[config.mk]
export PLATFORM = sky130hd
export DESIGN_NAME = adc_sequencer_register_block_unit
export DESIGN_NICKNAME = d
export VERILOG_FILES = /design/src/hw/rtl/asrb_pkg.sv /design/src/hw/rtl/asrb_word_mem.sv /design/src/hw/rtl/asrb_regs.sv /design/src/hw/rtl/adc_sequencer_register_block_unit.sv
export VERILOG_INCLUDE_DIRS = /design/src /design/src/hw/rtl
export SDC_FILE = /design/constraint.sdc
export NUM_CORES = 2
export LEC_CHECK = 0
export ABC_AREA = 1
export BUFFER_PORTS_ARGS = -buffer_cell sky130_fd_sc_hd__buf_4
export CORE_MARGIN = 2
export CORE_UTILIZATION = 63
export DETAILED_ROUTE_END_ITERATION = 8
export MAX_ROUTING_LAYER = met4
export PLACE_DENSITY = 0.8
export SYNTH_ARGS = -nofsm -noshare
export SYNTH_HDL_FRONTEND = slang
export SYNTH_SLANG_ARGS = --single-unit
[constraint.sdc]
create_clock -name clock -period 13.2 [get_ports clock]
set_input_delay 1.32 -clock clock [delete_from_list [all_inputs] [get_ports clock]]
set_output_delay 1.32 -clock clock [all_outputs]
set_load 0.02 [all_outputs]
[src/hw/rtl/adc_sequencer_register_block_unit_defines.svh]
// Assertion macros used by the ADC sequencer register block RTL.
`ifndef ADC_SEQUENCER_REGISTER_BLOCK_UNIT_DEFINES_SVH
`define ADC_SEQUENCER_REGISTER_BLOCK_UNIT_DEFINES_SVH

// Same-cycle implication, disabled during reset.
`define ASRB_ASSERT_NOW(label, clk, rst, ante, cons, msg) \
   label: assert property (@(posedge clk) disable iff (rst) (ante) |-> (cons)) \
      else $error(msg);

// Next-cycle implication, disabled during reset.
`define ASRB_ASSERT_NEXT(label, clk, rst, ante, cons, msg) \
   label: assert property (@(posedge clk) disable iff (rst) (ante) |=> (cons)) \
      else $error(msg);

`endif

[src/hw/rtl/asrb_pkg.sv]
// Types, word map, timing tables and helpers of the ADC sequencer register block.
`default_nettype none
package asrb_pkg;

   localparam int CHANNELS_DEF  = 19;
   localparam int REG_WORDS_DEF = 20;
   localparam int IDX_W         = 5;

   typedef enum logic [1:0] {
      KIND_READ   = 2'd0,
      KIND_WRITE  = 2'd1,
      KIND_TICK   = 2'd2,
      KIND_SAMPLE = 2'd3
   } kind_type;

   localparam logic [IDX_W-1:0] WORD_ISR   = 5'd0;
   localparam logic [IDX_W-1:0] WORD_IER   = 5'd1;
   localparam logic [IDX_W-1:0] WORD_CR    = 5'd2;
   localparam logic [IDX_W-1:0] WORD_CFGR  = 5'd3;
   localparam logic [IDX_W-1:0] WORD_SMPR1 = 5'd5;
   localparam logic [IDX_W-1:0] WORD_SMPR2 = 5'd6;
   localparam logic [IDX_W-1:0] WORD_SQR1  = 5'd12;
   localparam logic [IDX_W-1:0] WORD_SQR2  = 5'd13;
   localparam logic [IDX_W-1:0] WORD_SQR3  = 5'd14;
   localparam logic [IDX_W-1:0] WORD_SQR4  = 5'd15;
   localparam logic [IDX_W-1:0] WORD_DR    = 5'd16;

   localparam int ISR_ADRDY   = 0;
   localparam int ISR_EOC     = 2;
   localparam int ISR_EOS     = 3;
   localparam int CR_ADEN     = 0;
   localparam int CR_ADDIS    = 1;
   localparam int CR_ADSTART  = 2;
   localparam int CR_ADCAL    = 31;
   localparam int CFGR_CONT   = 13;
   localparam int CFGR_RES_LO = 3;

   localparam logic [11:0] LEVEL_MAX = 12'hfff;

   typedef struct packed {
      kind_type          kind;
      logic [IDX_W-1:0]  idx;
      logic [31:0]       data;
      logic [3:0]        be;
      logic [4:0]        ch;
      logic [15:0]       sv;
   } req_type;

   typedef struct packed {
      logic [31:0] read_data;
      logic        conversion_done;
      logic [4:0]  done_channel;
      logic [11:0] done_value;
      logic        end_of_sequence;
      logic        irq_pulse;
   } rsp_type;

   typedef struct packed {
      logic             en;
      logic [IDX_W-1:0] idx;
      logic [31:0]      data;
   } mem_wr_type;

   function automatic logic [10:0] sample_ticks(input logic [2:0] sel);
      logic [10:0] t;
      case (sel)
         3'd0:    t = 11'd5;
         3'd1:    t = 11'd13;
         3'd2:    t = 11'd25;
         3'd3:    t = 11'd49;
         3'd4:    t = 11'd95;
         3'd5:    t = 11'd185;
         3'd6:    t = 11'd495;
         default: t = 11'd1281;
      endcase
      return t;
   endfunction

   function automatic logic [10:0] convert_ticks(input logic [1:0] res);
      logic [10:0] t;
      case (res)
         2'd0:    t = 11'd25;
         2'd1:    t = 11'd21;
         2'd2:    t = 11'd17;
         default: t = 11'd13;
      endcase
      return t;
   endfunction

   // Raw channel field of a rank in SQR1..SQR4.
   function automatic logic [4:0] seq_chan(input logic [3:0] rank, input logic [31:0] sqr1,
                                           input logic [31:0] sqr2, input logic [31:0] sqr3,
                                           input logic [31:0] sqr4);
      logic [31:0] w;
      logic [4:0]  sh;
      if (rank >= 4'd14) begin
         w  = sqr4;
         sh = (rank == 4'd14) ? 5'd0 : 5'd6;
      end else if (rank >= 4'd9) begin
         w  = sqr3;
         sh = 5'(6 * (int'(rank) - 9));
      end else if (rank >= 4'd4) begin
         w  = sqr2;
         sh = 5'(6 * (int'(rank) - 4));
      end else begin
         w  = sqr1;
         sh = 5'(6 + 6 * int'(rank));
      end
      return w[sh +: 5];
   endfunction

   // Sample plus conversion half-cycles for a channel.
   function automatic logic [10:0] rank_ticks(input logic [4:0] ch, input logic [31:0] smpr1,
                                              input logic [31:0] smpr2, input logic [31:0] cfgr);
      logic [66:0] w;
      logic [5:0]  sh;
      logic [2:0]  sel;
      if (ch <= 5'd9) begin
         w  = {35'b0, smpr1};
         sh = 6'(3 * int'(ch));
      end else begin
         w  = {35'b0, smpr2};
         sh = 6'(3 * (int'(ch) - 10));
      end
      sel = w[sh +: 3];
      return sample_ticks(sel) + convert_ticks(cfgr[CFGR_RES_LO +: 2]);
   endfunction

endpackage
`default_nettype wire

[src/hw/rtl/asrb_word_mem.sv]
// General register words: one write port, one registered read port, valid bits.
`default_nettype none
module asrb_word_mem #(
   parameter int REG_WORDS = asrb_pkg::REG_WORDS_DEF
) (
   input  wire logic                         clock,
   input  wire logic                         reset,
   input  wire logic                         rd_en,
   input  wire logic [asrb_pkg::IDX_W-1:0]   rd_idx,
   input  wire asrb_pkg::mem_wr_type         wr,
   output logic [31:0]                       rd_data
);
   import asrb_pkg::*;

   localparam int AW = $clog2(REG_WORDS);

   logic [31:0]          mem_ff [REG_WORDS];
   logic [REG_WORDS-1:0] vld_ff;
   logic [31:0]          rd_data_ff;
   logic                 rd_vld_ff;
   logic                 fwd_hit_ff;
   logic [31:0]          fwd_data_ff;
   logic [AW-1:0]        rd_addr;
   logic [AW-1:0]        wr_addr;

   assign rd_addr = AW'(rd_idx);
   assign wr_addr = AW'(wr.idx);

   always_ff @(posedge clock) begin
      if (wr.en) begin
         mem_ff[wr_addr] <= wr.data;
      end
      if (rd_en) begin
         rd_data_ff  <= mem_ff[rd_addr];
         fwd_data_ff <= wr.data;
      end
   end

   always_ff @(posedge clock) begin
      if (reset) begin
         vld_ff     <= '0;
         rd_vld_ff  <= 1'b0;
         fwd_hit_ff <= 1'b0;
      end else begin
         if (wr.en) begin
            vld_ff[wr_addr] <= 1'b1;
         end
         if (rd_en) begin
            rd_vld_ff  <= vld_ff[rd_addr];
            fwd_hit_ff <= wr.en && (wr.idx == rd_idx);
         end
      end
   end

   assign rd_data = fwd_hit_ff ? fwd_data_ff : (rd_vld_ff ? rd_data_ff : 32'd0);

endmodule
`default_nettype wire

[src/hw/rtl/asrb_regs.sv]
// Control registers, channel levels and conversion sequencer, updated once per request.
`default_nettype none
`include "adc_sequencer_register_block_unit_defines.svh"
module asrb_regs #(
   parameter int CHANNELS  = asrb_pkg::CHANNELS_DEF,
   parameter int REG_WORDS = asrb_pkg::REG_WORDS_DEF
) (
   input  wire logic                 clock,
   input  wire logic                 reset,
   input  wire logic                 step,
   input  wire asrb_pkg::req_type    req,
   input  wire logic [31:0]          gen_rd,
   output asrb_pkg::rsp_type         rsp,
   output asrb_pkg::mem_wr_type      mem_wr
);
   import asrb_pkg::*;

   localparam int CH_AW = (CHANNELS > 1) ? $clog2(CHANNELS) : 1;

   logic        adrdy_ff, adrdy_in;
   logic        eoc_ff, eoc_in;
   logic        eos_ff, eos_in;
   logic [31:0] ier_ff, ier_in;
   logic [31:0] cr_ff, cr_in;
   logic [31:0] cfgr_ff, cfgr_in;
   logic [31:0] smpr1_ff, smpr1_in;
   logic [31:0] smpr2_ff, smpr2_in;
   logic [31:0] sqr1_ff, sqr1_in;
   logic [31:0] sqr2_ff, sqr2_in;
   logic [31:0] sqr3_ff, sqr3_in;
   logic [31:0] sqr4_ff, sqr4_in;
   logic [11:0] dr_ff, dr_in;
   logic [3:0]  rank_ff, rank_in;
   logic [10:0] ticks_ff, ticks_in;
   logic        conv_ff, conv_in;
   logic [11:0] level_ff [CHANNELS];

   logic              lvl_we;
   logic [CH_AW-1:0]  lvl_idx;
   logic [11:0]       lvl_val;

   logic              in_range;
   logic [31:0]       mask;
   logic [31:0]       cur;
   logic [31:0]       merged;
   logic [31:0]       dmask;
   logic [31:0]       ctl;
   logic [4:0]        raw_cur, raw_next, raw_r0;
   logic [4:0]        ch_cur, ch_next, ch_r0;
   logic [10:0]       ticks_next, ticks_r0, ticks_dec;
   logic              last;
   logic [3:0]        rank_next;
   logic [11:0]       val_cur;

   always_comb begin
      in_range = int'(req.idx) < REG_WORDS;
      mask     = {{8{req.be[3]}}, {8{req.be[2]}}, {8{req.be[1]}}, {8{req.be[0]}}};
      dmask    = req.data & mask;

      case (req.idx)
         WORD_ISR:   cur = {28'd0, eos_ff, eoc_ff, 1'b0, adrdy_ff};
         WORD_IER:   cur = ier_ff;
         WORD_CR:    cur = cr_ff;
         WORD_CFGR:  cur = cfgr_ff;
         WORD_SMPR1: cur = smpr1_ff;
         WORD_SMPR2: cur = smpr2_ff;
         WORD_SQR1:  cur = sqr1_ff;
         WORD_SQR2:  cur = sqr2_ff;
         WORD_SQR3:  cur = sqr3_ff;
         WORD_SQR4:  cur = sqr4_ff;
         WORD_DR:    cur = {20'd0, dr_ff};
         default:    cur = gen_rd;
      endcase
      merged = (cur & ~mask) | dmask;

      raw_cur   = seq_chan(rank_ff, sqr1_ff, sqr2_ff, sqr3_ff, sqr4_ff);
      ch_cur    = (int'(raw_cur) < CHANNELS) ? raw_cur : 5'd0;
      val_cur   = level_ff[CH_AW'(ch_cur)];
      last      = rank_ff >= sqr1_ff[3:0];
      rank_next = last ? 4'd0 : rank_ff + 4'd1;

      raw_next   = seq_chan(rank_next, sqr1_ff, sqr2_ff, sqr3_ff, sqr4_ff);
      ch_next    = (int'(raw_next) < CHANNELS) ? raw_next : 5'd0;
      ticks_next = rank_ticks(ch_next, smpr1_ff, smpr2_ff, cfgr_ff);

      raw_r0   = seq_chan(4'd0, sqr1_ff, sqr2_ff, sqr3_ff, sqr4_ff);
      ch_r0    = (int'(raw_r0) < CHANNELS) ? raw_r0 : 5'd0;
      ticks_r0 = rank_ticks(ch_r0, smpr1_ff, smpr2_ff, cfgr_ff);

      ticks_dec = (ticks_ff != 11'd0) ? ticks_ff - 11'd1 : 11'd0;

      adrdy_in = adrdy_ff;
      eoc_in   = eoc_ff;
      eos_in   = eos_ff;
      ier_in   = ier_ff;
      cr_in    = cr_ff;
      cfgr_in  = cfgr_ff;
      smpr1_in = smpr1_ff;
      smpr2_in = smpr2_ff;
      sqr1_in  = sqr1_ff;
      sqr2_in  = sqr2_ff;
      sqr3_in  = sqr3_ff;
      sqr4_in  = sqr4_ff;
      dr_in    = dr_ff;
      rank_in  = rank_ff;
      ticks_in = ticks_ff;
      conv_in  = conv_ff;
      ctl      = merged;
      lvl_we   = 1'b0;
      lvl_idx  = CH_AW'(req.ch);
      lvl_val  = (req.sv > 16'(LEVEL_MAX)) ? LEVEL_MAX : req.sv[11:0];
      rsp      = '0;
      mem_wr   = '0;

      case (req.kind)
         KIND_READ: begin
            if (in_range) begin
               rsp.read_data = cur;
               if (req.idx == WORD_DR) begin
                  eoc_in = 1'b0;
                  eos_in = 1'b0;
               end
            end
         end
         KIND_WRITE: begin
            if (in_range) begin
               case (req.idx)
                  WORD_ISR: begin
                     adrdy_in = adrdy_ff & ~dmask[ISR_ADRDY];
                     eoc_in   = eoc_ff & ~dmask[ISR_EOC];
                     eos_in   = eos_ff & ~dmask[ISR_EOS];
                  end
                  WORD_DR: begin
                  end
                  WORD_CR: begin
                     ctl[CR_ADCAL] = 1'b0;
                     if (ctl[CR_ADDIS]) begin
                        ctl[CR_ADDIS]   = 1'b0;
                        ctl[CR_ADEN]    = 1'b0;
                        ctl[CR_ADSTART] = 1'b0;
                        adrdy_in        = 1'b0;
                        conv_in         = 1'b0;
                        ticks_in        = 11'd0;
                     end
                     if (ctl[CR_ADEN]) begin
                        adrdy_in = 1'b1;
                     end
                     cr_in = ctl;
                     if (ctl[CR_ADSTART]) begin
                        rank_in  = 4'd0;
                        ticks_in = ticks_r0;
                        conv_in  = 1'b1;
                     end
                  end
                  WORD_IER:   ier_in   = merged;
                  WORD_CFGR:  cfgr_in  = merged;
                  WORD_SMPR1: smpr1_in = merged;
                  WORD_SMPR2: smpr2_in = merged;
                  WORD_SQR1:  sqr1_in  = merged;
                  WORD_SQR2:  sqr2_in  = merged;
                  WORD_SQR3:  sqr3_in  = merged;
                  WORD_SQR4:  sqr4_in  = merged;
                  default: begin
                     mem_wr.en   = step;
                     mem_wr.idx  = req.idx;
                     mem_wr.data = merged;
                  end
               endcase
            end
         end
         KIND_TICK: begin
            if (conv_ff) begin
               if (ticks_dec != 11'd0) begin
                  ticks_in = ticks_dec;
               end else begin
                  dr_in  = val_cur;
                  eoc_in = 1'b1;
                  if (last) begin
                     eos_in = 1'b1;
                  end
                  rsp.conversion_done = 1'b1;
                  rsp.done_channel    = ch_cur;
                  rsp.done_value      = val_cur;
                  rsp.end_of_sequence = last;
                  rsp.irq_pulse       = ier_ff[ISR_EOC] | ier_ff[ISR_EOS];
                  rank_in             = rank_next;
                  if ((!last || cfgr_ff[CFGR_CONT]) && cr_ff[CR_ADSTART]) begin
                     ticks_in = ticks_next;
                     conv_in  = 1'b1;
                  end else begin
                     cr_in[CR_ADSTART] = 1'b0;
                     ticks_in          = 11'd0;
                     conv_in           = 1'b0;
                  end
               end
            end
         end
         KIND_SAMPLE: begin
            lvl_we = int'(req.ch) < CHANNELS;
         end
         default: begin
         end
      endcase
   end

   always_ff @(posedge clock) begin
      if (reset) begin
         adrdy_ff <= 1'b0;
         eoc_ff   <= 1'b0;
         eos_ff   <= 1'b0;
         ier_ff   <= '0;
         cr_ff    <= '0;
         cfgr_ff  <= '0;
         smpr1_ff <= '0;
         smpr2_ff <= '0;
         sqr1_ff  <= '0;
         sqr2_ff  <= '0;
         sqr3_ff  <= '0;
         sqr4_ff  <= '0;
         dr_ff    <= '0;
         rank_ff  <= '0;
         ticks_ff <= '0;
         conv_ff  <= 1'b0;
         for (int i = 0; i < CHANNELS; i++) begin
            level_ff[i] <= '0;
         end
      end else if (step) begin
         adrdy_ff <= adrdy_in;
         eoc_ff   <= eoc_in;
         eos_ff   <= eos_in;
         ier_ff   <= ier_in;
         cr_ff    <= cr_in;
         cfgr_ff  <= cfgr_in;
         smpr1_ff <= smpr1_in;
         smpr2_ff <= smpr2_in;
         sqr1_ff  <= sqr1_in;
         sqr2_ff  <= sqr2_in;
         sqr3_ff  <= sqr3_in;
         sqr4_ff  <= sqr4_in;
         dr_ff    <= dr_in;
         rank_ff  <= rank_in;
         ticks_ff <= ticks_in;
         conv_ff  <= conv_in;
         if (lvl_we) begin
            level_ff[lvl_idx] <= lvl_val;
         end
      end
   end

   `ASRB_ASSERT_NOW(a_done_on_tick, clock, reset, step && rsp.conversion_done, req.kind == KIND_TICK && conv_ff, "conversion done outside a running tick")
   `ASRB_ASSERT_NOW(a_ticks_track_conv, clock, reset, 1'b1, conv_ff == (ticks_ff != 11'd0), "tick count out of step with conversion state")
   `ASRB_ASSERT_NEXT(a_eos_wraps_rank, clock, reset, step && rsp.end_of_sequence, eos_ff && rank_ff == 4'd0, "end of sequence without EOS and rank wrap")

endmodule
`default_nettype wire

[src/hw/rtl/adc_sequencer_register_block_unit.sv]
// ADC regular-sequence register block
//
// Request channel (req_*): kind 0 bus read, 1 bus write (byte lanes in
// req_byte_enable), 2 half ADC clock tick, 3 set channel analog level.
// Response channel (rsp_*): exactly one response per request, in order:
// read data for a bus read, conversion status on the tick that finishes one.
// Both channels use valid/ready.
// An accepted request is held in the request register and then moves to the
// response register, which drives rsp_valid. Throughput: one request per
// cycle unless a stalled response fills both registers; all state is updated
// in the single cycle a request moves from the request register to the
// response register. General register words live in a small RAM whose read
// is issued at request accept, with write forwarding.
// Reset clears all registers, channel levels and the sequencer; the block
// takes requests in the first cycle after reset.
// A stalled response holds the response register and then the request
// register; req_ready drops only when both are full and rsp_ready is low.
`default_nettype none
module adc_sequencer_register_block_unit #(
   parameter int CHANNELS  = asrb_pkg::CHANNELS_DEF,
   parameter int REG_WORDS = asrb_pkg::REG_WORDS_DEF
) (
   input  wire logic        clock,
   input  wire logic        reset,
   input  wire logic        req_valid,
   output logic             req_ready,
   input  wire logic [1:0]  req_kind,
   input  wire logic [6:0]  req_offset,
   input  wire logic [31:0] req_write_data,
   input  wire logic [3:0]  req_byte_enable,
   input  wire logic [4:0]  req_channel,
   input  wire logic [15:0] req_sample_value,
   output logic             rsp_valid,
   input  wire logic        rsp_ready,
   output logic [31:0]      rsp_read_data,
   output logic             rsp_conversion_done,
   output logic [4:0]       rsp_done_channel,
   output logic [11:0]      rsp_done_value,
   output logic             rsp_end_of_sequence,
   output logic             rsp_irq_pulse
);
   import asrb_pkg::*;

   logic       in_vld_ff, in_vld_in;
   req_type    in_req_ff;
   logic       out_vld_ff, out_vld_in;
   rsp_type    out_rsp_ff;
   logic       step;
   logic       accept;
   req_type    req_new;
   rsp_type    rsp_new;
   mem_wr_type mem_wr;
   logic [31:0] gen_rd;

   assign step      = in_vld_ff && (!out_vld_ff || rsp_ready);
   assign req_ready = !in_vld_ff || step;
   assign accept    = req_valid && req_ready;

   always_comb begin
      req_new.kind = kind_type'(req_kind);
      req_new.idx  = req_offset[6:2];
      req_new.data = req_write_data;
      req_new.be   = req_byte_enable;
      req_new.ch   = req_channel;
      req_new.sv   = req_sample_value;
      in_vld_in    = accept ? 1'b1 : (step ? 1'b0 : in_vld_ff);
      out_vld_in   = step ? 1'b1 : (rsp_ready ? 1'b0 : out_vld_ff);
   end

   always_ff @(posedge clock) begin
      if (reset) begin
         in_vld_ff  <= 1'b0;
         out_vld_ff <= 1'b0;
      end else begin
         in_vld_ff  <= in_vld_in;
         out_vld_ff <= out_vld_in;
      end
   end

   always_ff @(posedge clock) begin
      if (accept) begin
         in_req_ff <= req_new;
      end
      if (step) begin
         out_rsp_ff <= rsp_new;
      end
   end

   asrb_word_mem #(
      .REG_WORDS(REG_WORDS)
   ) u_word_mem (
      .clock   (clock),
      .reset   (reset),
      .rd_en   (accept),
      .rd_idx  (req_offset[6:2]),
      .wr      (mem_wr),
      .rd_data (gen_rd)
   );

   asrb_regs #(
      .CHANNELS (CHANNELS),
      .REG_WORDS(REG_WORDS)
   ) u_regs (
      .clock  (clock),
      .reset  (reset),
      .step   (step),
      .req    (in_req_ff),
      .gen_rd (gen_rd),
      .rsp    (rsp_new),
      .mem_wr (mem_wr)
   );

   assign rsp_valid           = out_vld_ff;
   assign rsp_read_data       = out_rsp_ff.read_data;
   assign rsp_conversion_done = out_rsp_ff.conversion_done;
   assign rsp_done_channel    = out_rsp_ff.done_channel;
   assign rsp_done_value      = out_rsp_ff.done_value;
   assign rsp_end_of_sequence = out_rsp_ff.end_of_sequence;
   assign rsp_irq_pulse       = out_rsp_ff.irq_pulse;

endmodule
`default_nettype wire

==> results.sh <==
export IMPL_status="finished, final reports clean"
export IMPL_tightest_slew_ns=1.38
export IMPL_nFillCells=7649
export IMPL_grt_busiest_layer="met2"
export IMPL_fp_dieH_um=330
export IMPL_cp_common_cell="nand2_1"
export IMPL_cts_root_buf="clkbuf_16"
export IMPL_cp_required_ns=13.82
export IMPL_synth_top_area_cell="edfxtp_1"
export IMPL_initial_core_util_pct=63.5
export IMPL_slew_violations=0
export IMPL_postCtsSetupRepairBufs=0
export IMPL_antenna_found_initial=2
export IMPL_period_needed_ns=10.28
export IMPL_hp_class="reg -> reg"
export IMPL_async_reset_ff_share_pct=0
export IMPL_dieArea_mm2=0.109
export IMPL_cts_resized=0
export IMPL_fin_util_pct=71.1
export IMPL_ant_nets=0
export IMPL_rsz0062_at_grt="no"
export IMPL_die_width_um=330
export IMPL_grt_ovfl_total=0
export IMPL_hold_ws_ns=0.421
export IMPL_yosysTopAreaCellShare_pct=48.7
export IMPL_fin_skew_ns=0.0352
export IMPL_drv_cap=0
export IMPL_fin_crit_sh_pct=77.9
export IMPL_crit_type="reg -> reg"
export IMPL_grt_pass1_vias=51000
export IMPL_netlist_top_cells_count="edfxtp_1 (1,084), o21ai_0 (956), nand2_1 (950), nor2_1 (863), inv_1 (671)"
export IMPL_worstPathMaxFanout=44
export IMPL_vias=54700
export IMPL_power_frac_comb_pct=12.4
export IMPL_ys_types=69
export IMPL_clk_latency_ns=0.78
export IMPL_cts_made_buffers=146
export IMPL_clock_sinks=1437
export IMPL_syn_inst=7080
export IMPL_setup_viol=0
export IMPL_ctsHoldBuffers=0
export IMPL_synth_seq_cells=1437
export IMPL_power_density_mw_per_mm2=139
export IMPL_clockBufferDepth=3
export IMPL_top_register="u_word_mem.mem_ff"
export IMPL_dr_pass1_iters=9
export IMPL_yosys_top_cells_area="edfxtp_1 (49%), dfxtp_1 (11%), o21ai_0 (7.2%)"
export IMPL_p_sw_mw=2.73
export IMPL_synth_ff_type="edfxtp_1"
export IMPL_avgSynthCellArea_um2=9.44
export IMPL_coreArea_mm2=0.105
export IMPL_top_regs="u_word_mem.mem_ff (640), u_regs.level_ff (276), in_req_ff (64)"
export IMPL_cts_clk_slew_worst_paths_ns=0.06
export IMPL_worstPathArrival_ns=10.91
export IMPL_yosys_warnings=0
export IMPL_gp_congestion=1.05
export IMPL_routedWlPerCell_um=21.7
export IMPL_fmax_ghz=0.0973
export IMPL_seq_area_frac_synth_pct=59.3
export IMPL_cts_tree="yes"
export IMPL_drive_above_1_share_pct=7.40
export IMPL_p_clk_share_pct=39.5
export IMPL_drt_drc_violations_left=0
export IMPL_placed_cells=8640
export IMPL_fin_nets=7551
export IMPL_gr_usage_met1_pct=46.9
export IMPL_p_leak_nw=29.4
export IMPL_relSlewSlack_pct=7.62
export IMPL_grt_usage_pct=36.1
export IMPL_wirelength_um=193000
export IMPL_grt_pass1_wl_um=289000
export IMPL_rows=119
export IMPL_max_stage_delay_ns=0.96
export IMPL_grtUsageMet2_pct=54.6
export IMPL_syn_to_final_growth_pct=12.0
export IMPL_port_buffers=121
export IMPL_endpoint_kind="flop"
export IMPL_gr_usage_met3_pct=9.06
export IMPL_pwr_share_seq_pct=48.1
export IMPL_hold_viol_final=0
export IMPL_layout_cells_non_filler=8906
export IMPL_ir_worst_vdd_uv=134
export IMPL_hpwl_um=120000
export IMPL_crit_slowest_cell="nand3_2"
export IMPL_start_kind="flop"
export IMPL_synth_edff_count=1084
export IMPL_intPower_mw=7.70
export IMPL_h_tree_depth=4
export IMPL_first_iter_violations=7445
export IMPL_finalSetupTns_ns=0
export IMPL_syn_cell_area_mm2=0.0668
export IMPL_grt_max_degree=160
export IMPL_power_share_switching_pct=26.2
export IMPL_io_pins=124
export IMPL_synth_most_common_cell="edfxtp_1"
export IMPL_avgViaCountPerCell=6.14
export IMPL_largest_reg_flops=640
## cells by family after synthesis
family,count (synthesis),share of synthesized area [%]
and+or+nand+nor,2321,14.3
buffers and inverters,1178,6.82
muxes,2,0.0300
xor gates and xnor gates,34,0.446
other,1,0.00561
AOI/OAI and AO/OA,2023,17.4
adders and majority gates,84,1.66
DFF,1437,59.3
## per-stage QoR
step	total power, mW	setup WS (ns)	instance area (µm²)
6_report	10.4	2.92	74800
5_1_grt	10.7	2.12	74800
4_1_cts	10.4	3.02	74800
3_5_place_dp	6.35	3.05	70100
3_3_place_gp	6.32	3.10	70100
2_1_floorplan	5.95	6.02	68300
## cell type report
| type | instances | area, µm² | share of cell area (%) |
|---|---|---|---|
| Sequential cell | 1437 | 39600 | 52.9 |
| Multi-Input combinational cell | 4864 | 24200 | 32.4 |
| Clock buffer | 190 | 4020 | 5.38 |
| Inverter | 711 | 2700 | 3.60 |
| Timing Repair Buffer | 237 | 1790 | 2.39 |
| Tap cell | 1391 | 1740 | 2.33 |
| Clock inverter | 74 | 716 | 0.956 |
| Antenna cell | 2 | 5.00 | 0.00669 |
## layer usage
layer | routed length (µm) | up-vias
met5 | 0 | -
met4 | 7710 | 0
met3 | 24000 | 553
met2 | 88300 | 3268
met1 | 72900 | 25900
li1 | - | 25000
## path summary, 6_finish.rpt
kind                        startpoint  slack, ns              endpoint  depth (start not counted)
hold reg to reg   u_word_mem.vld_ff[0]       0.42  u_word_mem.vld_ff[0]                          2
hold / removal    u_word_mem.vld_ff[0]       0.42  u_word_mem.vld_ff[0]                          2
setup reg to reg     u_regs.rank_ff[0]       2.92    u_regs.ticks_ff[9]                         46
setup / recovery     u_regs.rank_ff[0]       2.92    u_regs.ticks_ff[9]                         46
## power groups by stage
stage | logic (mW) | clock network (mW) | registers (mW)
finish | 1.30 | 4.12 | 5.01
global route | 1.40 | 4.30 | 5.02
CTS | 1.26 | 4.13 | 5.01
detailed placement | 1.25 | 0 | 5.11
global placement | 1.22 | 0 | 5.10
floorplan | 0.855 | 0 | 5.10
## placed cells by master, fill, tap and decap left out, types with 10 or more instances in the layout
cell type / instances
edfxtp_1: 1084
o21ai_0: 956
nand2_1: 946
nor2_1: 856
inv_1: 668
a21oi_1: 463
conb_1: 400
nand3_1: 393
dfxtp_1: 353
buf_4: 235
o22ai_1: 206
clkbuf_16: 149
o221ai_1: 107
o211ai_1: 99
ha_1: 75
a221oi_1: 54
clkinv_1: 36
o21ai_1: 30
clkinv_2: 27
clkbuf_1: 27
nor4_1: 25
a32oi_1: 24
a2bb2oi_1: 24
inv_2: 23
xor2_1: 19
nand4_1: 19
nand2_2: 18
xnor2_1: 14
clkbuf_8: 14
bufinv_16: 11
a211oi_1: 10
a31oi_1: 10
nor3_1: 10
## critical path: cells and delay by family, from the launching register on
family | cells | cell delay (ns)
DFF | 1 | 0.47
buffers and inverters | 9 | 1.31
adders and majority gates | 4 | 1.36
and+or+nand+nor | 27 | 5.38
AOI/OAI and AO/OA | 6 | 1.53
Note: power is estimated with default switching activity, not from simulation.
